**config.mk**
```make
export PLATFORM = sky130hd
export DESIGN_NAME = rbi_divider
export DESIGN_NICKNAME = d
export VERILOG_FILES = /design/src/sv/assert_macros.svh /design/src/sv/rbi_pkg.sv /design/src/sv/rbi_divider.sv
export SDC_FILE = /design/constraint.sdc
export NUM_CORES = 2
export LEC_CHECK = 0
export BUFFER_PORTS_ARGS = -buffer_cell sky130_fd_sc_hd__buf_2
export CAP_MARGIN = 10
export CORE_MARGIN = 2
export CORE_UTILIZATION = 43
export DETAILED_ROUTE_END_ITERATION = 6
export PLACE_DENSITY = 0.62
export SYNTH_ARGS = -nofsm -noshare
export SYNTH_HDL_FRONTEND = slang
export SYNTH_SLANG_ARGS = --single-unit
```
**constraint.sdc**
```tcl
create_clock -name clock -period 20.5 [get_ports clock]
set_input_delay 0 -clock clock [delete_from_list [all_inputs] [get_ports clock]]
set_output_delay 0 -clock clock [all_outputs]
set_load 0.01 [all_outputs]
```
**src/sv/assert_macros.svh**
```systemverilog
// ---------------------------------------------------------------------------
// Assertion macros
// Assertion helpers shared by the ray-box intersection RTL.
// ---------------------------------------------------------------------------
// Every macro samples on the rising edge of clock and is disabled during reset.
`ifndef ASSERT_MACROS_SVH
`define ASSERT_MACROS_SVH

// The condition must hold at every clock edge.
`define ASSERT_ALWAYS(label, cond, msg) \
   label: assert property (@(posedge clock) disable iff (reset) (cond)) \
      else $error(msg);

// When the trigger holds, the consequence must hold in the same cycle.
`define ASSERT_IMPLIES(label, trig, cons, msg) \
   label: assert property (@(posedge clock) disable iff (reset) (trig) |-> (cons)) \
      else $error(msg);

`endif

```
**src/sv/rbi_pkg.sv**
```systemverilog
// ---------------------------------------------------------------------------
// Ray-box intersection package
// Shared widths, types and codes for the intersection pipeline.
// ---------------------------------------------------------------------------
package rbi_pkg;

   // Coordinate format: signed fixed point.
   localparam int COORD_WIDTH = 32;
   localparam int FRAC_BITS   = 16;
   localparam int NUM_AXES    = 3;

   // Divider: quotient bits resolved per pipeline stage.
   localparam int DIV_STEPS  = 4;
   localparam int DIV_STAGES = (COORD_WIDTH + DIV_STEPS - 1) / DIV_STEPS;
   // Registers from the divider input to the registered distance.
   localparam int DIV_LAT    = DIV_STAGES + 3;

   typedef logic signed [COORD_WIDTH-1:0] coord_type;
   typedef coord_type [NUM_AXES-1:0]      vec_type;

   // Distance used for an axis that offers no entry plane: minus one.
   localparam coord_type NEG_ONE_FX = ~(coord_type'(1) << FRAC_BITS) + coord_type'(1);

   // Entry axis codes.
   localparam logic [1:0] AXIS_X = 2'd0;
   localparam logic [1:0] AXIS_Y = 2'd1;
   localparam logic [1:0] AXIS_Z = 2'd2;

   // Per-request geometry carried alongside the distance pipeline.
   typedef struct packed {
      logic    org_in;
      vec_type org;
      vec_type dir;
      vec_type low;
      vec_type high;
      vec_type plane;
   } side_type;

endpackage

```
**src/sv/rbi_divider.sv**
```systemverilog
// ---------------------------------------------------------------------------
// Ray-box distance divider
// Pipelined restoring divider: t = trunc(num * 2^FRAC_BITS / den), saturated.
// ---------------------------------------------------------------------------
module rbi_divider (
   input  logic                                 clock,
   input  logic                                 reset,
   input  logic                                 valid_i,
   input  logic                                 active_i,
   input  logic signed [rbi_pkg::COORD_WIDTH:0] num_i,
   input  rbi_pkg::coord_type                   den_i,
   output logic                                 valid_o,
   output rbi_pkg::coord_type                   dist_o
);

   localparam int W  = rbi_pkg::COORD_WIDTH;
   localparam int F  = rbi_pkg::FRAC_BITS;
   localparam int CW = 2 * W + F + 1;
   localparam int DS = rbi_pkg::DIV_STAGES;
   localparam int DN = rbi_pkg::DIV_STEPS;
   localparam logic [W-1:0] HALF = {1'b1, {(W-1){1'b0}}};

   typedef struct packed {
      logic         valid;
      logic         active;
      logic         neg;
      logic         ovf;
      logic [W-1:0] den;
      logic [W-1:0] rem;
      logic [W-1:0] low;
      logic [W-1:0] quo;
   } div_stage_type;

   // Resolves the quotient bits of one stage, most significant first.
   function automatic div_stage_type div_step(div_stage_type s, int k);
      div_stage_type r;
      logic [W:0]    trial;
      r = s;
      for (int j = 0; j < DN; j++) begin
         if (k * DN + j < W) begin
            trial = {r.rem, r.low[W-1]};
            r.low = {r.low[W-2:0], 1'b0};
            if (trial >= {1'b0, r.den}) begin
               r.rem = W'(trial - {1'b0, r.den});
               r.quo = {r.quo[W-2:0], 1'b1};
            end else begin
               r.rem = trial[W-1:0];
               r.quo = {r.quo[W-2:0], 1'b0};
            end
         end
      end
      return r;
   endfunction

   logic              s0_valid_ff, s0_active_ff, s0_neg_ff;
   logic [W:0]        s0_nmag_ff;
   logic [W-1:0]      s0_dmag_ff;
   div_stage_type     st_ff [DS+1];
   div_stage_type     st_in [DS+1];
   logic              out_valid_ff;
   rbi_pkg::coord_type dist_ff, dist_in;
   logic [CW-1:0]     num_wide, den_wide;

   // Magnitudes and sign of the quotient.
   always_ff @(posedge clock) begin
      if (reset) begin
         s0_valid_ff <= 1'b0;
      end else begin
         s0_valid_ff <= valid_i;
      end
      s0_active_ff <= active_i;
      s0_neg_ff    <= num_i[W] ^ den_i[W-1];
      s0_nmag_ff   <= num_i[W] ? (W+1)'(-num_i) : num_i;
      s0_dmag_ff   <= den_i[W-1] ? W'(-den_i) : den_i;
   end

   // Overflow check and initial partial remainder; reset clears the stage valid bits.
   always_comb begin
      num_wide = CW'({s0_nmag_ff, {F{1'b0}}});
      den_wide = CW'({s0_dmag_ff, {W{1'b0}}});
      st_in[0].valid  = s0_valid_ff && !reset;
      st_in[0].active = s0_active_ff;
      st_in[0].neg    = s0_neg_ff;
      st_in[0].ovf    = num_wide >= den_wide;
      st_in[0].den    = s0_dmag_ff;
      st_in[0].rem    = W'(s0_nmag_ff >> (W - F));
      st_in[0].low    = W'({s0_nmag_ff, {F{1'b0}}});
      st_in[0].quo    = '0;
      for (int k = 0; k < DS; k++) begin
         st_in[k+1]       = div_step(st_ff[k], k);
         st_in[k+1].valid = st_ff[k].valid && !reset;
      end
   end

   // Stage registers of the divider.
   always_ff @(posedge clock) begin
      for (int k = 0; k <= DS; k++) begin
         st_ff[k] <= st_in[k];
      end
   end

   // Saturation and the no-plane distance.
   always_comb begin
      if (!st_ff[DS].active) begin
         dist_in = rbi_pkg::NEG_ONE_FX;
      end else if (st_ff[DS].neg) begin
         dist_in = (st_ff[DS].ovf || st_ff[DS].quo > HALF) ? HALF : ~st_ff[DS].quo + 1'b1;
      end else begin
         dist_in = (st_ff[DS].ovf || st_ff[DS].quo > ~HALF) ? ~HALF : st_ff[DS].quo;
      end
   end

   always_ff @(posedge clock) begin
      if (reset) begin
         out_valid_ff <= 1'b0;
      end else begin
         out_valid_ff <= st_ff[DS].valid;
      end
      dist_ff <= dist_in;
   end

   assign valid_o = out_valid_ff;
   assign dist_o  = dist_ff;

endmodule

```
# --- Word-level counts from Yosys, hierarchy flattened ---
# Memories as Yosys holds them, arrays and structs flattened.
# Cells that the tools add are included.
word_totals:
  regBits: 101
  mem_bits_rw: 1152
  in_bits: 69
  output_inout_bits: 33
  elab_cells: 163
  mem_count: 1
classes:
  add_sub_neg: 35
  order_cmp: 35
  mux: 69
  bitwise: 2
  reduce_logical: 12
memory_table:
  columns: ["name", "words", "width", "read_ports", "rd_clocked_by_memory_dff", "wr", "line", "text"]
  rows:
  - ["st_ff", 9, 128, 9, 0, 9, "rbi_divider.sv:58", "div_stage_type st_ff [DS+1];"]
ops:
  columns: ["operator", "count"]
  rows:
  - ["$mux W32", 36]
  - ["$ge A33 B32 Y1", 32]
  - ["$sub A32 B32 Y32", 32]
  - ["$ge A49 B64 Y1", 1]
  - ["$neg A33 Y33", 1]
  - ["$add A32 B1 Y32 const B", 1]
  - ["$gt A32 B31 Y1 const B", 1]
  - ["$gt A32 B32 Y1 const B", 1]
  - ["$mux W1", 32]
  - ["$neg A32 Y32", 1]
  - ["$not A32 Y32", 1]
  - ["$mux W31", 1]
  - ["$logic_and A1 B1 Y1", 9]
  - ["$logic_or A1 B1 Y1", 2]
  - ["$logic_not A1 Y1", 1]
  - ["$xor A1 B1 Y1", 1]

# --- Depth between registers and ports, before layout ---
# An unclocked memory read counts as a cell.
logic_depth:
  word_depth: 9
  mapped_depth: 63
  mapped_depth_nobuf: 54

# --- Worst setup path before layout ---
# Ideal clock, no wire load.
synth_path:
  path_kind: "reg-to-reg"
  from: "memory st_ff[0][605] (netlist bit)"
  to: "memory st_ff[0][713] (netlist bit)"
  setup_time_ps: 123
  t_arrival_ps: 12213
  t_required_ps: 20377
  path_slack_ps: 8163
  path_stages_with_launch: 56
  path_buffers: 6
  synth_period_minus_slack_ps: 12337
  path_cell_list: "dfxtp_1 -> inv_1 -> ha_1 -> nor2b_1 -> o31ai_1 -> a211oi_1 -> o2111a_1 -> o21ai_1 -> a211oi_1 -> o211a_1 -> nor2_1 -> inv_2 -> buf_1 -> mux2_2 -> ha_1 -> and4_4 -> and3_1 -> o22ai_1 -> [20 not listed] -> buf_6 -> inv_4 -> buf_6 -> mux2_4 -> ha_1 -> a21o_1 -> a21oi_1 -> o21ai_0 -> a32o_1 -> nor3_1 -> a21oi_1 -> o31a_1 -> o21ai_0 -> a31oi_1 -> a2111oi_2 -> mux2i_1 -> buf_2 -> mux2_1"
synth_rtl:
  columns: ["element", "line"]
  rows:
  - ["start, declared", "rbi_divider.sv:58"]

==> results by stage <==
Layout:
- The count of cells in the finished layout, fillers not included, comes to 12300.
- The post-route core utilization is 47.5%.
- The net total in the final layout is around 11000.
- From synthesis to final layout, the design area changed by 9.95%.
- Of the cells placed in the final design, the portion with a size suffix greater than 1 is 8.07%.

Clock network:
- TritonCTS built the clock tree.
- The post-cts resize count is 0.
- The root buffer selected by CTS is clkbuf_16.
- The post-CTS clock slew at the launch and capture registers of the worst setup and hold paths is 70 ps.
- The maximum buffer depth of the clock tree is 3.
- The number of post-CTS setup repair buffers is 0.
- CTS saw 818 sinks.
- The worst-skew pair later-pin latency is 740 ps.
- For this design, the CTS-stage hold fixing added about 160 buffers.
- The H-tree generated during clock tree synthesis spans 3 levels.
- The number of buffers created by CTS is 89.

Status:
- The final reports fail on DRC.
- The run finished, with violations left.

Setup path:
- The worst setup path is launched from a flip-flop.
- The most critical setup path has its startpoint at st_ff[0][605]$_DFF_P_.
- The startpoint of the worst register-to-register path is st_ff[0][605]$_DFF_P_.
- The critical path is of the reg2reg type.
- The worst-path cell with the longest stage delay is a2111oi_0.
- STA puts the critical path data required time at 21080 ps.
- STA classifies the critical path endpoint as a flip-flop.
- The biggest fanout along the worst timing path is 44.
- The arrival time of data at the critical path endpoint is 16640 ps.
- In this design, the stage delay of the slowest critical-path cell is ~700 ps.

Floorplan:
- Row generation in the floorplan step produced 156 rows.
- The count of pins on the block boundary is just over 100.
- The die area is 0.185 mm^2.
- Measured along the x axis, the die boundary spans 430 um.
- From bottom edge to top edge, the die measures 430 um.
- The core area is 0.181 mm^2.
- The initial core utilization is 43.2%.

Detailed routing:
- Using the TritonRoute via totals, the vias-per-cell ratio works out to 5.88.
- The number of detailed-routing iterations run before antenna repair is 7.
- Wires add up to 257 mm.
- Summed over all nets, wire length on met3 after detailed routing comes to 15.2 mm.
- The detailed router used layers up to and including met5.
- In the final routed layout, each cell accounts on average for approximately 21 um.
- The via count is 72334.
- The total length of routed met2 wires is 116 mm.
- In the final routing, the length of wire on met1 measures roughly 120 mm.
- The number of DRC violations after detailed routing is 1.
- The number of design-rule violations left by the first detailed-router iteration is ~6200.
- The detail route stage leaves a number of antenna-violating nets equal to 0.

Synth:
- The cell area that synthesis handed to floorplanning was 0.0781 mm^2.
- For this run, the register share of the synthesized area comes to 21.0%.
- The leading cell type by number of instances after synthesis is ha_1.
- The fraction of synthesized cell area taken by the top area cell type is 21.0%.
- The number of distinct standard cells referenced by the synthesized netlist is 110.
- The fraction of registers with async set or reset after synthesis is 0%.
- The commonest cells after synthesis are ha_1 (1018), a21oi_1 (874), dfxtp_1 (818).
- The cell taking the most area after synthesis is dfxtp_1.
- The number of instances in the synthesized netlist is 9638.
- By area the synthesized netlist is led by dfxtp_1 (21%), ha_1 (16%), xnor2_1 (6.7%), mux2_2 (5.6%), a21oi_1 (5.6%).
- The net count of the mapped netlist is between 10000 and 15000.
- The most instantiated flip-flop cell in the synthesis netlist is dfxtp_1.
- In this run the mean area of a mapped cell was just over 8 um^2.
- The number of synthesized register bits is 818.
- Counting flops with a built-in enable in the synthesized netlist gives 0.
- The number of warnings issued by yosys is 0.

Global routing:
- The global-route wire length before repair is 391 mm.
- Entering global routing, the biggest net connects 54 pins.
- Global routing used around a quarter of the available tracks across all layers.
- The number of global-route vias before repair is 67890.
- The initial antenna violation count is 19.
- Summed over all layers, the global routing overflow is 0.

Timing:
- The remaining max-slew budget at the tightest pin is around 23%.
- The worst path uses between 70 and 80% of the clock period.
- Across the routed clock network, the largest skew measured is 64.2 ps.
- Setup repair after global routing left no endpoint under its margin.
- In the final timing run, aggregate negative setup slack is 0 ps.
- The clock period minus final worst setup slack is 16060 ps.
- The final count of negative-setup-slack endpoints is 0.
- For the pin with the worst max-slew slack, the measured transition is 1150 ps.
- The hold violation count in the final report is 0.
- The highest clock rate is 62.3 MHz.
- The number of max-slew violations in the final report was 0.
- The final critical-path setup slack is 4440 ps.

Place:
- The congestion estimate from routability-driven global placement came to roughly 0.96.
- In this run the tool buffered the top-level ports with 101 buffer cells.
- The cell count after placement is 11962.
- The setup slack after placement is 4790 ps.
- Once detailed placement completed, the half-perimeter wirelength came to 210 mm.

Min path:
- The startpoint of the most critical hold path is den_i[1].
- The min-delay analysis places its worst path in the category in2reg.

Job:
- The number of max-cap violations is 0.
==> final timing paths <==
check             slack, ps  cells past startpoint                     to
setup / recovery       4440                     53  st_ff[0][704]$_DFF_P_
hold / removal          140                      4  s0_dmag_ff[1]$_DFF_P_
setup reg to reg       4440                     53  st_ff[0][704]$_DFF_P_
hold reg to reg         310                      0  st_ff[0][655]$_DFF_P_
==> flip-flops by register name (all words and copies together) (netlist names) <==
| register | cells |
|---|---|
| valid_o | 1 |
| s0_neg_ff | 1 |
| dist_o | 32 |
| s0_active_ff | 1 |
| s0_valid_ff | 1 |
| st_ff | 717 |
| s0_nmag_ff | 33 |
| s0_dmag_ff | 32 |
==> final cells by class <==
type	instances	area, um^2
tap	2370	2970
timing repair buffer	304	2440
multi-input combinational	7999	58600
clock inverter	40	559
antenna	20	50.0
inverter	631	2370
fill	17682	94800
clock buffer	118	2510
sequential	818	16400
==> cells in the final DEF (no fill, tap or decap), drive strengths merged, types with 119 or more instances in the layout <==
| cell type | instances |
|---|---|
| dfxtp | 818 |
| nand2 | 680 |
| mux2 | 463 |
| inv | 636 |
| nand2b | 141 |
| o21bai | 147 |
| nand4 | 133 |
| o21ai | 643 |
| ha | 1018 |
| a21o | 429 |
| xor2 | 269 |
| o21a | 140 |
| nor3 | 179 |
| clkbuf | 119 |
| xnor2 | 595 |
| buf | 144 |
| dlygate4sd3 | 159 |
| nor2 | 639 |
| nand3 | 204 |
| a21oi | 874 |
| nor2b | 149 |
==> cell families after synthesis <==
logic type               after synthesis  share of synthesized area [%]
AO/OA/AOI/OAI                       3006                           24.8
AND/OR/NAND/NOR                     2553                           16.0
adder cells (fa/ha/maj)             1038                           16.8
XOR/XNOR                             864                           9.68
buffers and inverters                821                           4.11
flip-flops                           818                           21.0
multiplexers                         538                           7.67
==> per-stage QoR <==
step           hold slack (ps)  cell area, um^2
5_1_grt                    112            85900
2_1_floorplan             27.7            78100
4_1_cts                   35.1            85800
6_report                   141            85900
3_5_place_dp               109            81200
3_3_place_gp               104            81200
==> routing by layer <==
metal  vias to the layer above  GRT usage [%]
met5                         -              0
met4                         8           10.8
met3                       395           3.31
met2                      2145           43.4
met1                     34070           35.4
li1                      35716              -
==> worst max-delay path: cells and delay by family, from the launching register on <==
kind	cells	cell delay, ps
AO/OA/AOI/OAI	27	8010
buffers and inverters	7	2160
flip-flops	1	440
multiplexers	6	1840
adder cells (fa/ha/maj)	4	1430
AND/OR/NAND/NOR	9	2000
Power is not shown: default switching activity piles up to over one toggle a cycle in this logic, so the estimate is an artifact.
